**src/rtl/core/hpq_pkg.sv**
```systemverilog
// Shared types, sizes, codes and the ranking function of the heap queue.
// Used by hpq_dp, hpq_ctrl and the top level under rtl/core; depends on nothing.
package hpq_pkg;

	localparam int NumEntries = 256;
	localparam int SlotW = $clog2(NumEntries);
	localparam int CntW = $clog2(NumEntries + 1);
	localparam int IdSpace = 256;

	localparam logic [1:0] ACT_INSERT = 2'd0;
	localparam logic [1:0] ACT_EXTRACT = 2'd1;
	localparam logic [1:0] ACT_UPDATE = 2'd2;
	localparam logic [1:0] ACT_CLEAR = 2'd3;

	localparam logic [2:0] ST_OK = 3'd0;
	localparam logic [2:0] ST_EMPTY = 3'd1;
	localparam logic [2:0] ST_FULL = 3'd2;
	localparam logic [2:0] ST_ABSENT = 3'd3;
	localparam logic [2:0] ST_PRESENT = 3'd4;

	// datapath operations, one per controller step
	localparam logic [4:0] OP_NONE = 5'd0;
	localparam logic [4:0] OP_LATCH = 5'd1;
	localparam logic [4:0] OP_ERR = 5'd2;
	localparam logic [4:0] OP_INS = 5'd3;
	localparam logic [4:0] OP_EXT_RD = 5'd4;
	localparam logic [4:0] OP_EXT_TAKE = 5'd5;
	localparam logic [4:0] OP_EXT_LOAD = 5'd6;
	localparam logic [4:0] OP_UPD_RD = 5'd7;
	localparam logic [4:0] OP_UPD_SLOT = 5'd8;
	localparam logic [4:0] OP_UPD_LOAD = 5'd9;
	localparam logic [4:0] OP_CLR = 5'd10;
	localparam logic [4:0] OP_UP_RD = 5'd11;
	localparam logic [4:0] OP_UP_MOVE = 5'd12;
	localparam logic [4:0] OP_DN_RDL = 5'd13;
	localparam logic [4:0] OP_DN_L = 5'd14;
	localparam logic [4:0] OP_DN_R = 5'd15;
	localparam logic [4:0] OP_DN_MOVE = 5'd16;
	localparam logic [4:0] OP_PLACE = 5'd17;
	localparam logic [4:0] OP_TOP_RD = 5'd18;
	localparam logic [4:0] OP_DONE = 5'd19;

	typedef struct packed {
		logic [7:0] id;
		logic [7:0] sat;
		logic [7:0] deg;
		logic [15:0] enr;
	} node_t;

	localparam int NodeW = $bits(node_t);

	typedef struct packed {
		logic [4:0] op;
		logic [2:0] status;
	} cmd_t;

	typedef struct packed {
		logic [1:0] action;
		logic present;
		logic full;
		logic empty;
		logic root;
		logic up_go;
		logic l_in;
		logic best_moved;
		logic sat_up;
		logic sat_down;
		logic out_free;
	} sts_t;

	// strict ranking: full ties never move
	function automatic logic outranks(node_t a, node_t b);
		logic r;
		if (a.sat != b.sat) begin
			r = a.sat > b.sat;
		end else if (a.deg != b.deg) begin
			r = a.deg > b.deg;
		end else begin
			r = a.enr > b.enr;
		end
		return r;
	endfunction

endpackage

```
**src/rtl/core/hpq_ctrl.sv**
```systemverilog
// Heap controller: sequences insert, extract, update and clear over the datapath.
// Depends on hpq_pkg.
module hpq_ctrl (
	input  logic           clk,
	input  logic           arst_n,
	input  logic           req_valid,
	output logic           req_ready,
	input  hpq_pkg::sts_t  sts,
	output hpq_pkg::cmd_t  cmd
);
	localparam logic [3:0] S_IDLE = 4'd0;
	localparam logic [3:0] S_DEC = 4'd1;
	localparam logic [3:0] S_EXT_TAKE = 4'd2;
	localparam logic [3:0] S_EXT_CHK = 4'd3;
	localparam logic [3:0] S_UPD_SLOT = 4'd4;
	localparam logic [3:0] S_UPD_LOAD = 4'd5;
	localparam logic [3:0] S_UPD_DIR = 4'd6;
	localparam logic [3:0] S_UP_CHK = 4'd7;
	localparam logic [3:0] S_UP_CMP = 4'd8;
	localparam logic [3:0] S_DN_CHK = 4'd9;
	localparam logic [3:0] S_DN_L = 4'd10;
	localparam logic [3:0] S_DN_R = 4'd11;
	localparam logic [3:0] S_DN_DEC = 4'd12;
	localparam logic [3:0] S_PLACE = 4'd13;
	localparam logic [3:0] S_TOP = 4'd14;
	localparam logic [3:0] S_DONE = 4'd15;

	logic [3:0] state_q;
	logic [3:0] state_d;

	assign req_ready = state_q == S_IDLE;

	always_comb begin
		state_d = state_q;
		cmd.op = hpq_pkg::OP_NONE;
		cmd.status = hpq_pkg::ST_OK;
		unique case (state_q)
			S_IDLE: begin
				if (req_valid) begin
					cmd.op = hpq_pkg::OP_LATCH;
					state_d = S_DEC;
				end
			end
			S_DEC: begin
				unique case (sts.action)
					hpq_pkg::ACT_INSERT: begin
						if (sts.present) begin
							cmd = '{hpq_pkg::OP_ERR, hpq_pkg::ST_PRESENT};
							state_d = S_TOP;
						end else if (sts.full) begin
							cmd = '{hpq_pkg::OP_ERR, hpq_pkg::ST_FULL};
							state_d = S_TOP;
						end else begin
							cmd.op = hpq_pkg::OP_INS;
							state_d = S_UP_CHK;
						end
					end
					hpq_pkg::ACT_EXTRACT: begin
						if (sts.empty) begin
							cmd = '{hpq_pkg::OP_ERR, hpq_pkg::ST_EMPTY};
							state_d = S_TOP;
						end else begin
							cmd.op = hpq_pkg::OP_EXT_RD;
							state_d = S_EXT_TAKE;
						end
					end
					hpq_pkg::ACT_UPDATE: begin
						if (!sts.present) begin
							cmd = '{hpq_pkg::OP_ERR, hpq_pkg::ST_ABSENT};
							state_d = S_TOP;
						end else begin
							cmd.op = hpq_pkg::OP_UPD_RD;
							state_d = S_UPD_SLOT;
						end
					end
					default: begin
						cmd.op = hpq_pkg::OP_CLR;
						state_d = S_TOP;
					end
				endcase
			end
			S_EXT_TAKE: begin
				cmd.op = hpq_pkg::OP_EXT_TAKE;
				state_d = S_EXT_CHK;
			end
			S_EXT_CHK: begin
				if (sts.empty) begin
					state_d = S_TOP;
				end else begin
					cmd.op = hpq_pkg::OP_EXT_LOAD;
					state_d = S_DN_CHK;
				end
			end
			S_UPD_SLOT: begin
				cmd.op = hpq_pkg::OP_UPD_SLOT;
				state_d = S_UPD_LOAD;
			end
			S_UPD_LOAD: begin
				cmd.op = hpq_pkg::OP_UPD_LOAD;
				state_d = S_UPD_DIR;
			end
			S_UPD_DIR: begin
				// an unchanged saturation leaves the stored entry as it is
				if (sts.sat_up) begin
					state_d = S_UP_CHK;
				end else if (sts.sat_down) begin
					state_d = S_DN_CHK;
				end else begin
					state_d = S_TOP;
				end
			end
			S_UP_CHK: begin
				if (sts.root) begin
					state_d = S_PLACE;
				end else begin
					cmd.op = hpq_pkg::OP_UP_RD;
					state_d = S_UP_CMP;
				end
			end
			S_UP_CMP: begin
				if (sts.up_go) begin
					cmd.op = hpq_pkg::OP_UP_MOVE;
					state_d = S_UP_CHK;
				end else begin
					state_d = S_PLACE;
				end
			end
			S_DN_CHK: begin
				if (!sts.l_in) begin
					state_d = S_PLACE;
				end else begin
					cmd.op = hpq_pkg::OP_DN_RDL;
					state_d = S_DN_L;
				end
			end
			S_DN_L: begin
				cmd.op = hpq_pkg::OP_DN_L;
				state_d = S_DN_R;
			end
			S_DN_R: begin
				cmd.op = hpq_pkg::OP_DN_R;
				state_d = S_DN_DEC;
			end
			S_DN_DEC: begin
				if (sts.best_moved) begin
					cmd.op = hpq_pkg::OP_DN_MOVE;
					state_d = S_DN_CHK;
				end else begin
					state_d = S_PLACE;
				end
			end
			S_PLACE: begin
				cmd.op = hpq_pkg::OP_PLACE;
				state_d = S_TOP;
			end
			S_TOP: begin
				cmd.op = hpq_pkg::OP_TOP_RD;
				state_d = S_DONE;
			end
			S_DONE: begin
				// hold until the response register is free
				if (sts.out_free) begin
					cmd.op = hpq_pkg::OP_DONE;
					state_d = S_IDLE;
				end
			end
			default: state_d = S_IDLE;
		endcase
	end

	always_ff @(posedge clk or negedge arst_n) begin
		if (!arst_n) begin
			state_q <= S_IDLE;
		end else begin
			state_q <= state_d;
		end
	end
endmodule

```
**config.mk**
```make
export PLATFORM = sky130hd
export DESIGN_NAME = hpq_ctrl
export DESIGN_NICKNAME = d
export VERILOG_FILES = /design/src/rtl/core/hpq_pkg.sv /design/src/rtl/core/hpq_ctrl.sv
export SDC_FILE = /design/constraint.sdc
export NUM_CORES = 1
export LEC_CHECK = 0
export BUFFER_PORTS_ARGS = -buffer_cell sky130_fd_sc_hd__buf_2
export CAP_MARGIN = 10
export CORE_MARGIN = 2
export CORE_UTILIZATION = 45
export CTS_CLUSTER_DIAMETER = 200
export CTS_CLUSTER_SIZE = 20
export DETAILED_ROUTE_END_ITERATION = 12
export PLACE_DENSITY_LB_ADDON = 0.25
export SETUP_SLACK_MARGIN = 0.1
export SYNTH_ARGS = -nofsm -noshare
export SYNTH_HDL_FRONTEND = slang
export SYNTH_SLANG_ARGS = --single-unit
```
**constraint.sdc**
```tcl
create_clock -name clk -period 1.4 [get_ports clk]
set_input_delay 0.14 -clock clk [delete_from_list [all_inputs] [get_ports clk]]
set_output_delay 0.14 -clock clk [all_outputs]
set_load 0.01 [all_outputs]
```
Word level (Yosys, flattened, before mapping)
Cells that the tools add are included.
Widths: inputs -> output; s select.

cells by class
  reduce and logical (&&, ||, !) cells = 3
  div/mod/pow operators = 0
  mux-type cells = 33
  eq/ne operators = 19
  bitwise logic cells = 0
  multipliers = 0
  add/subtract/negate cells = 0
  magnitude comparators = 0
  shifts and indexed selects = 0

operators by type and width
  operator            count
  $pmux 5 s15         1
  $pmux 4 s16         1
  $mux 4              12
  $eq 4x4->1 const B  8
  $mux 3              9
  $pmux 4 s3          2
  $eq 4x3->1 const B  4
  $mux 5              2
  $pmux 3 s3          1
  $eq 4x2->1 const B  2
  $eq 4x1->1 const B  1
  $logic_not 4->1     1
  $mux 2              2
  $ne 2x2->1 const B  2
  $mux 1              3
  $eq 2x1->1 const B  1
  $eq 2x2->1 const B  1
  $logic_not 2->1     1
  $reduce_and 2->1    1

word-level totals
  bits of input ports = 15
  logic and storage cells = 56
  latch bits = 0
  output and inout bits = 9
  bits in writable memories = 0
  flip-flop bits (word level) = 4
  memories = 0
  memory bits (read-only) = 0

Longest topological paths before layout
Gate-level depths: netlist of the first run.

  depth after elaboration = 4
  mapped depth = 6

Worst setup path after synthesis of the first run
OpenSTA, ideal clock, no wires.

  path kind = register to output
  start point = register state_q[2]
  end point = output port cmd[2] (netlist name)
  data required time = 1.260 ns
  cell stages (with the launch flop) = 5
  slack = -0.084 ns
  arrival = 1.344 ns
  path buffers = 1
  cell sequence = dfrtp_1 buf_6 nor3_1 nand2_1 nor4b_1

RTL lines
  element                 RTL line         text
  from (decl)             hpq_ctrl.sv:28   logic [3:0] state_q;
  from (signal assigned)  hpq_ctrl.sv:175  state_q <= state_d;
  to (decl)               hpq_ctrl.sv:9    output hpq_pkg::cmd_t cmd

==> results of run 1 <==
==> per-layer routing <==
metal  GRT usage, %  up-vias
li1               -      482
met1           34.7      518
met2           47.9      102
met3           8.51       22
met4           23.6        0
met5              0        -
==> cell usage in the layout, fill, tap and decap left out, types with 2 or more instances in the layout <==
cell,Yosys,routed
a21oi_1,8,4
and3b_1,2,2
inv_1,2,2
a31oi_2,0,2
clkbuf_4,0,3
a21oi_2,0,4
buf_6,4,11
nand3_1,4,3
nor3_4,0,3
o21ai_1,1,3
nor2_2,0,4
o21a_1,2,2
buf_2,3,22
nor2_1,15,11
nand2_4,0,3
buf_4,2,24
nand2_1,5,2
nand3b_1,2,2
nor4b_2,1,2
nor3_1,8,4
dfrtp_2,0,4
a31oi_1,6,4
o21ai_0,4,2
==> worst min-delay path, delay by kind of cell <==
kind / cells / cell delay [ps]
AOI/OAI and AO/OA: 1 / 90
buffers and inverters: 1 / 110
and+or+nand+nor: 1 / 120
==> layout make-up <==
| cell class | count | area (sq um) |
|---|---|---|
| timing repair buffer | 60 | 469 |
| sequential | 4 | 105 |
| inverter | 2 | 7.51 |
| fill | 71 | 159 |
| multi-input combinational | 82 | 688 |
| tap | 16 | 20.0 |
| clock buffer | 3 | 22.5 |
==> stage by stage <==
step                      worst slack (ps)  std cells  total power [mW]
final                                 -322        167              3.11
after global routing                  -385        167              3.26
after CTS                             -247        152              2.35
after detailed placement              -121        143              1.75
after global placement                -138        143              1.74
after floorplan                       42.4         97              1.28
==> kinds of logic (layout without fill, tap and decap cells) <==
family | after synthesis | count (layout)
flops | 4 | 4
buf+inv | 11 | 65
compound gates | 31 | 31
mux | 3 | 3
simple gates | 48 | 48
==> power breakdown <==
group          internal, mW  switching (mW)
clock network        0.0968          0.0612
logic                  1.38            1.22
registers             0.190           0.162
total                  1.67            1.44
==> what timing repair did <==
item	CTS	global route
gates cloned	0	1
pin swaps	12	13
setup buffers	5	14
hold buffers	1	0
gates resized for setup	29	25
endpoints found under the hold margin	4	0
setup endpoints to repair	13	13
==> path summary, 6_finish.rpt <==
| kind | slack [ps] | end | start | cells past startpoint |
|---|---|---|---|---|
| max reg2reg | -260 | state_q[0] | state_q[3] | 6 |
| max in group asynchronous | 980 | state_q[3] | arst_n | 2 |
| min | 250 | state_q[2] | sts[6] | 3 |
| min in group asynchronous | 270 | state_q[2] | arst_n | 2 |
| min reg2reg | 880 | state_q[3] | state_q[3] | 4 |
| max | -320 | cmd[6] | state_q[3] | 6 |
==> run_results.csv, run 1 <==
group,metric,value,unit
run_status,status,"finished, violations left",
run_status,violations,"negative setup slack",
worst_setup_path,worstSetupPathType,"register to output port",
route,first_iter_violations,42,
route,wire_per_inst,20.3,microns
synth,muxShareOfSynthArea,4.57,%
sta,relSlewSlack,62.5,%
worst_setup_path,path_buf_inv,2,
sta,fin_crit,1720,ps
synth,async_flop_share,100,%
route,vias,1124,
power_and_ir_drop,p_per_area,2370,nW/um^2
sta,fin_worst_skew,9.56,ps
route,firstDrtPassIters,5,
final_layout,antenna_cells,0,
synth,syn_area_per_cell,7.06,sq um
route,ant_nets,0,
synth,yosys_warnings,0,
clock_network,cts_tree,"built",
sta,slew_violations,0,
worst_setup_path,crit_fanout,5,
global_route,first_global_vias,935,
final_layout,final_nets,168,
worst_setup_path,start_kind,"register",
floorplanning,die_y,43,microns
worst_setup_path,crit_slowest_cell,"dfrtp_2",
synth,yosys_most_used_dff,"dfrtp_1",
worst_setup_path,crit_required,1260,ps
sta,fin_ws,-322,ps
synth,synth.largest_area_cell,"dfrtp_1",
route,drc,0,
synth,synthXorXnorAreaFrac,0,%
route,wl,3.39,mm
final_layout,drive_gt1_share,63.6,%
worst_setup_path,crit_chain,"buf_6 -> or2b_1 -> nor2_2 -> a21oi_2 -> o311ai_1 -> buf_2",
synth,synth_edf_count,0,
global_route,grt_overflow,0,
route,met1Wirelength,1.23,mm
global_route,grt_pass1_wl,4.14,mm
synth,syn-num-nets,112,
clock_network,cts.path.max_buffers,2,
route,wl_met3,288,microns
placed_design,place_congestion,0.937,
synth,synth_compound_area_share,30.0,%
power_and_ir_drop,p_leak,0.587,nW
sta,hold_viol,0,
floorplanning,num_rows,14,
worst_setup_path,worstSetupEndpointType,"output port",
floorplanning,coreArea,1470,sq um
floorplanning,die_x,43,microns
global_route,grt_antenna_before_repair,0,
placed_design,dpl_cell_area,882,sq um
placed_design,place_hpwl,1.62,mm
worst_setup_path,arrival,1580,ps
synth,syn_area,684,sq um
route,routed_via_density,6.73,
sta,setup_viol,13,
route,dr_wl_met2,1.69,mm
synth,syn_inst,97,
synth,synth_top_family_by_area,"simple AND/OR/NAND/NOR gates",
sta,tns,-2740,ps
final_layout,largest_reg_flops,4,
sta,max_clock_freq,581,MHz
route,top_layer_used,"met4",
final_layout,syn_to_final_growth,91.8,%
synth,yosys-top-cells-area,"dfrtp_1 (15%), nor2_1 (8.2%), buf_6 (6.6%), a21oi_1 (5.9%), nor3_1 (5.9%)",
worst_hold_path,hold_class,"input pin to register",
floorplanning,io_pins,24,
clock_network,h-tree-depth,1,
clock_network,clk_pin_slew,40,ps
synth,ys_seq_elements,4,
synth,synth.distinct_cells,35,
final_layout,finalInstanceArea,1310,sq um
worst_setup_path,slowest_delay,440,ps
synth,synth_common_cells,"nor2_1 (15), a21oi_1 (8), nor3_1 (8)",
final_layout,fin_util,89.2,%
job,max_cap_violations,0,
power_and_ir_drop,ir_drop,1.73,mV
sta,worst_pin_slew,562,ps
final_layout,top_regs,"state_q x4",
clock_network,numCtsBuffers,3,
final_layout,top_register,"state_q",
clock_network,clock-sinks,4,
synth,synth-seq-area-share,14.6,%
synth,yosysMostFrequentCell,"nor2_1",
synth,synth_top_cell_area_share,14.6,%
placed_design,port_buffers,23,
sta,rsz0062_at_grt,"yes",
sta,final.period_utilization,123,%
synth,synth_simple_gate_area_share,38.8,%
global_route,grt_usage,30.6,%
worst_setup_path,cpLargestDelayFamily,"flip-flops",
sta,whs,245,ps
clock_network,clock_latency,250,ps
floorplanning,dieArea,1850,sq um
synth,synth_adder_area_share,0,%
floorplanning,start_util,46.5,%
clock_network,cts_root_buffer,"clkbuf_4",
global_route,grt_max_degree,20,
(Power assumes the default switching activity.)
==> run 2: changes to the inputs <==
--- a/config.mk
+++ b/config.mk
@@ -9,10 +9,11 @@
 export CAP_MARGIN = 10
 export CORE_MARGIN = 2
 export CORE_UTILIZATION = 45
-export CTS_CLUSTER_DIAMETER = 200
+export CTS_CLUSTER_DIAMETER = 120
 export CTS_CLUSTER_SIZE = 20
 export DETAILED_ROUTE_END_ITERATION = 12
 export PLACE_DENSITY_LB_ADDON = 0.25
+export REMOVE_ABC_BUFFERS = 1
 export SETUP_SLACK_MARGIN = 0.1
 export SYNTH_ARGS = -nofsm -noshare
 export SYNTH_HDL_FRONTEND = slang
==> run_results.csv, run 2 (synthesis gave the netlist of run 1 again) <==
group,metric,value,unit
sta,max_clock_freq,580,MHz
floorplanning,die_y,43,microns
route,wl,2.80,mm
sta,fin_worst_skew,4.16,ps
sta,fin_crit,1730,ps
worst_setup_path,worstSetupEndpointType,"output port",
route,first_iter_violations,63,
final_layout,fin_util,79.7,%
clock_network,clock_latency,250,ps
worst_setup_path,worstSetupPathType,"register to output port",
final_layout,nFillCells,91,
worst_setup_path,crit_fanout,7,
route,wire_per_inst,17.7,microns
clock_network,cts_root_buffer,"clkbuf_4",
global_route,grt_overflow,0,
sta,final.period_utilization,123,%
floorplanning,dieArea,1850,sq um
route,vias,1013,
final_layout,antenna_cells,0,
sta,hold_viol,0,
route,ant_nets,0,
final_layout,top_register,"state_q",
power_and_ir_drop,p_per_area,2200,nW/um^2
placed_design,port_buffers,23,
final_layout,drive_gt1_share,57.0,%
placed_design,place_hpwl,1.61,mm
clock_network,numCtsBuffers,3,
clock_network,cts_tree,"built",
route,firstDrtPassIters,4,
sta,slew_violations,0,
power_and_ir_drop,p_leak,0.509,nW
floorplanning,io_pins,24,
final_layout,top_regs,"state_q x4",
route,drc,0,
route,routed_via_density,6.41,
sta,relSlewSlack,70.2,%
worst_setup_path,crit_slowest_cell,"dfrtp_2",
global_route,first_global_vias,849,
worst_hold_path,hold_class,"input pin to register",
clock_network,clk_pin_slew,40,ps
sta,setup_viol,12,
floorplanning,start_util,46.5,%
job,max_cap_violations,0,
final_layout,final_cell_mix,"buf_2 (22), buf_6 (14), buf_4 (14), nor2_1 (12), a31oi_1 (6)",
worst_setup_path,slowest_delay,460,ps
sta,worst_pin_slew,446,ps
run_status,status,"finished, violations left",
worst_setup_path,crit_chain,"buf_6 -> nor4b_4 -> a21oi_2 -> o32a_1 -> nand3_1 -> buf_2",
placed_design,place_congestion,0.937,
sta,fin_ws,-326,ps
clock_network,h-tree-depth,1,
sta,rsz0062_at_grt,"yes",
worst_setup_path,start_kind,"register",
global_route,grt_antenna_before_repair,0,
final_layout,final_common_cell,"buf_2",
clock_network,cts.path.max_buffers,2,
final_layout,syn_to_final_growth,71.3,%
worst_setup_path,arrival,1590,ps
global_route,grt_usage,27.1,%
run_status,violations,"negative setup slack",
global_route,grt_pass1_wl,3.77,mm
final_layout,largest_reg_flops,4,
global_route,grt_max_degree,11,
power_and_ir_drop,ir_drop,1.28,mV
power_and_ir_drop,p_total,2.58,mW
final_layout,final_nets,159,
floorplanning,die_x,43,microns
floorplanning,coreArea,1470,sq um
clock_network,clock-sinks,4,
worst_setup_path,crit_required,1260,ps
floorplanning,num_rows,14,
run 2: cell count changes in the layout (fill, tap and decap cells not counted), moves of 2 or more:
cell	change
a31oi_1	+2
buf_4	-10
nand2_4	-2
nor2_4	+3
nor2_2	-4
a31oi_2	-2
buf_6	+3
run 2: worst max-delay path: cells and delay by family (launching register included):
family                 cells  cell delay (ps)
AOI/OAI and AO/OA          2              240
buffers and inverters      2              280
and+or+nand+nor            2              350
DFF                        1              460
run 2: power by group:
group | internal (mW) | switching, mW | leakage, nW
Combinational | 1.06 | 1.04 | 0.454
Sequential | 0.187 | 0.132 | 0.0420
Clock | 0.0967 | 0.0598 | 0.0138
Total | 1.35 | 1.24 | 0.509
run 2: per-stage QoR:
step	TNS (ps)	std cells	area [sq um]	hold WS, ps	worst slack (ps)
3_5_place_dp	-287	144	872	-46.3	-102
2_1_floorplan	-418	88	609	-156	-184
6_report	-2140	158	1170	216	-326
4_1_cts	-1870	153	1020	210	-265
3_3_place_gp	-311	144	872	-48.8	-115
5_1_grt	-2840	158	1170	229	-379
run 2: worst paths after layout:
kind,depth (start not counted),startpoint,slack (ps),to
max in group asynchronous,2,arst_n,1020,state_q[3]
max reg2reg,4,state_q[3],-100,state_q[1]
min reg2reg,2,state_q[1],780,state_q[1]
min in group asynchronous,2,arst_n,230,state_q[1]
min,3,req_valid,220,state_q[0]
max,6,state_q[2],-330,cmd[3]
run 2: layer usage:
layer	share of wire, %	global-route usage, %
met5	0	0
met4	1.3	4.24
met1	42	36.7
met3	10	7.66
met2	47	43.6
run 2: layout make-up:
type | count | area, sq um | share of cell area, %
Timing Repair Buffer | 51 | 383 | 32.7
Clock buffer | 3 | 22.5 | 1.92
Inverter | 2 | 7.51 | 0.640
Multi-Input combinational cell | 82 | 636 | 54.2
Tap cell | 16 | 20.0 | 1.71
Sequential cell | 4 | 104 | 8.86
run 2: timing repair:
action | 4_1_cts | 5_1_grt
hold buffers | 1 | 0
setup buffers | 5 | 7
setup endpoints to repair | 13 | 13
gates resized for setup | 23 | 26
pin swaps | 4 | 9
hold endpoints to repair | 4 | 0
==> run 3: changes to the inputs <==
--- a/config.mk
+++ b/config.mk
@@ -12,6 +12,7 @@
 export CTS_CLUSTER_DIAMETER = 120
 export CTS_CLUSTER_SIZE = 20
 export DETAILED_ROUTE_END_ITERATION = 12
+export MAX_ROUTING_LAYER = met4
 export PLACE_DENSITY_LB_ADDON = 0.25
 export REMOVE_ABC_BUFFERS = 1
 export SETUP_SLACK_MARGIN = 0.1
==> run_results.csv, run 3 (synthesis gave the netlist of run 1 again) <==
group,metric,value,unit
global_route,grt_usage,29.5,%
global_route,first_global_vias,875,
job,max_cap_violations,0,
clock_network,cts.path.max_buffers,2,
sta,fin_ws,-294,ps
sta,relSlewSlack,71.4,%
sta,fin_crit,1690,ps
sta,final.period_utilization,121,%
clock_network,clock-sinks,4,
sta,rsz0062_at_grt,"yes",
floorplanning,dieArea,1850,sq um
floorplanning,start_util,46.5,%
clock_network,cts_root_buffer,"clkbuf_4",
placed_design,place_congestion,0.963,
power_and_ir_drop,ir_drop,1.49,mV
final_layout,nFillCells,105,
clock_network,clock_latency,250,ps
floorplanning,io_pins,24,
worst_setup_path,cp.depth,6,
final_layout,finalInstanceArea,1160,sq um
final_layout,largest_reg_flops,4,
final_layout,top_register,"state_q",
clock_network,numCtsBuffers,3,
worst_setup_path,crit_chain,"buf_4 -> nand2b_1 -> a21oi_1 -> a31oi_1 -> a21o_1 -> buf_2",
floorplanning,coreArea,1470,sq um
route,ant_nets,0,
final_layout,final_common_cell,"buf_2",
route,drc,0,
final_layout,drive_gt1_share,55.4,%
run_status,violations,"negative setup slack",
worst_setup_path,ff2ff_path_depth,6,
floorplanning,die_y,43,microns
worst_setup_path,slowest_delay,460,ps
final_layout,antenna_cells,0,
route,firstDrtPassIters,4,
final_layout,final_nets,165,
global_route,grt_max_degree,11,
final_layout,final_cell_mix,"buf_2 (23), buf_4 (22), nor2_1 (14), buf_6 (11), a21oi_1 (7)",
sta,setup_viol,13,
final_layout,fin_util,79.2,%
sta,worst_pin_slew,427,ps
power_and_ir_drop,pwr-share-clk,5.9,%
run_status,status,"finished, violations left",
route,wire_per_inst,17.9,microns
sta,hold_viol,0,
final_layout,multi_input_area,593,sq um
power_and_ir_drop,comb_power_share,82.1,%
placed_design,place_hpwl,1.66,mm
worst_setup_path,worstSetupEndpointType,"output port",
placed_design,port_buffers,23,
placed_design,dp_slack,-117,ps
worst_hold_path,hold_class,"input pin to asynchronous set/reset pin",
sta,slew_violations,0,
worst_setup_path,worstSetupPathType,"register to output port",
power_and_ir_drop,internal_power,1.44,mW
global_route,grt_overflow,0,
route,first_iter_violations,61,
global_route,grt_antenna_before_repair,0,
final_layout,syn_to_final_growth,70.2,%
sta,whs,219,ps
worst_setup_path,crit_slowest_cell,"dfrtp_2",
worst_setup_path,crit_required,1260,ps
power_and_ir_drop,seqPwrFrac,12.1,%
worst_setup_path,path_buf_inv,2,
final_layout,seq_area,105,sq um
floorplanning,num_rows,14,
route,routed_via_density,6.53,
sta,fin_worst_skew,12.4,ps
worst_setup_path,crit_fanout,7,
worst_setup_path,arrival,1550,ps
sta,tns,-2580,ps
power_and_ir_drop,p_leak,0.524,nW
route,vias,1071,
worst_setup_path,cpLargestDelayFamily,"flip-flops",
floorplanning,die_x,43,microns
worst_setup_path,start_kind,"register",
placed_design,dpl_cell_area,910,sq um
route,wl,2.93,mm
clock_network,cts_tree,"built",
power_and_ir_drop,p_switching,1.27,mW
power_and_ir_drop,swShare,46.8,%
global_route,grt_pass1_wl,4.02,mm
clock_network,clk_pin_slew,50,ps
sta,max_clock_freq,590,MHz
clock_network,h-tree-depth,1,
power_and_ir_drop,p_per_area,2320,nW/um^2
final_layout,top_regs,"state_q x4",
[run 3: cell count changes in the layout (fill, tap and decap cells not counted), sizes merged]
cell / delta
buf: +6
[run 3: layout make-up]
type	count	share of cell area, %
Tap cell	16	1.72
Timing Repair Buffer	57	35.6
Sequential cell	4	9.02
Inverter	2	0.859
Multi-Input combinational cell	82	50.9
Clock buffer	3	1.93
[run 3: worst paths after layout]
kind                             from  slack [ps]          to
hold reg to reg            state_q[1]         820  state_q[1]
max in group asynchronous      arst_n        1030  state_q[0]
hold / removal                 arst_n         220  state_q[2]
min in group clk            req_valid         240  state_q[0]
setup reg to reg           state_q[3]        -200  state_q[1]
setup / recovery           state_q[2]        -290      cmd[4]
[run 3: timing repair]
| item | in CTS | in global routing |
|---|---|---|
| pin swaps | 10 | 7 |
| hold buffers | 1 | 0 |
| setup endpoints to repair | 13 | 13 |
| endpoints found under the hold margin | 4 | 0 |
| resized for setup | 24 | 14 |
| buffers inserted | 9 | 4 |
[run 3: metrics by stage]
step | power (mW) | instances
2_1_floorplan | 1.06 | 88
3_3_place_gp | 1.80 | 149
3_5_place_dp | 1.82 | 149
4_1_cts | 2.33 | 162
5_1_grt | 2.82 | 164
6_report | 2.71 | 164
[run 3: per-layer routing]
metal | vias to the layer above | routed length (microns) | track usage [%]
li1 | 470 | - | -
met1 | 509 | 1110 | 38.8
met2 | 78 | 1430 | 46.7
met3 | 14 | 305 | 5.96
met4 | 0 | 80 | 6.67
met5 | - | 0 | -
[run 3: power groups by stage]
stage	Combinational, mW	Sequential, mW	Clock, mW
floorplan	0.654	0.407	0
global placement	1.53	0.273	0
detailed placement	1.54	0.281	0
CTS	1.86	0.313	0.158
global route	2.34	0.327	0.162
finish	2.22	0.327	0.159
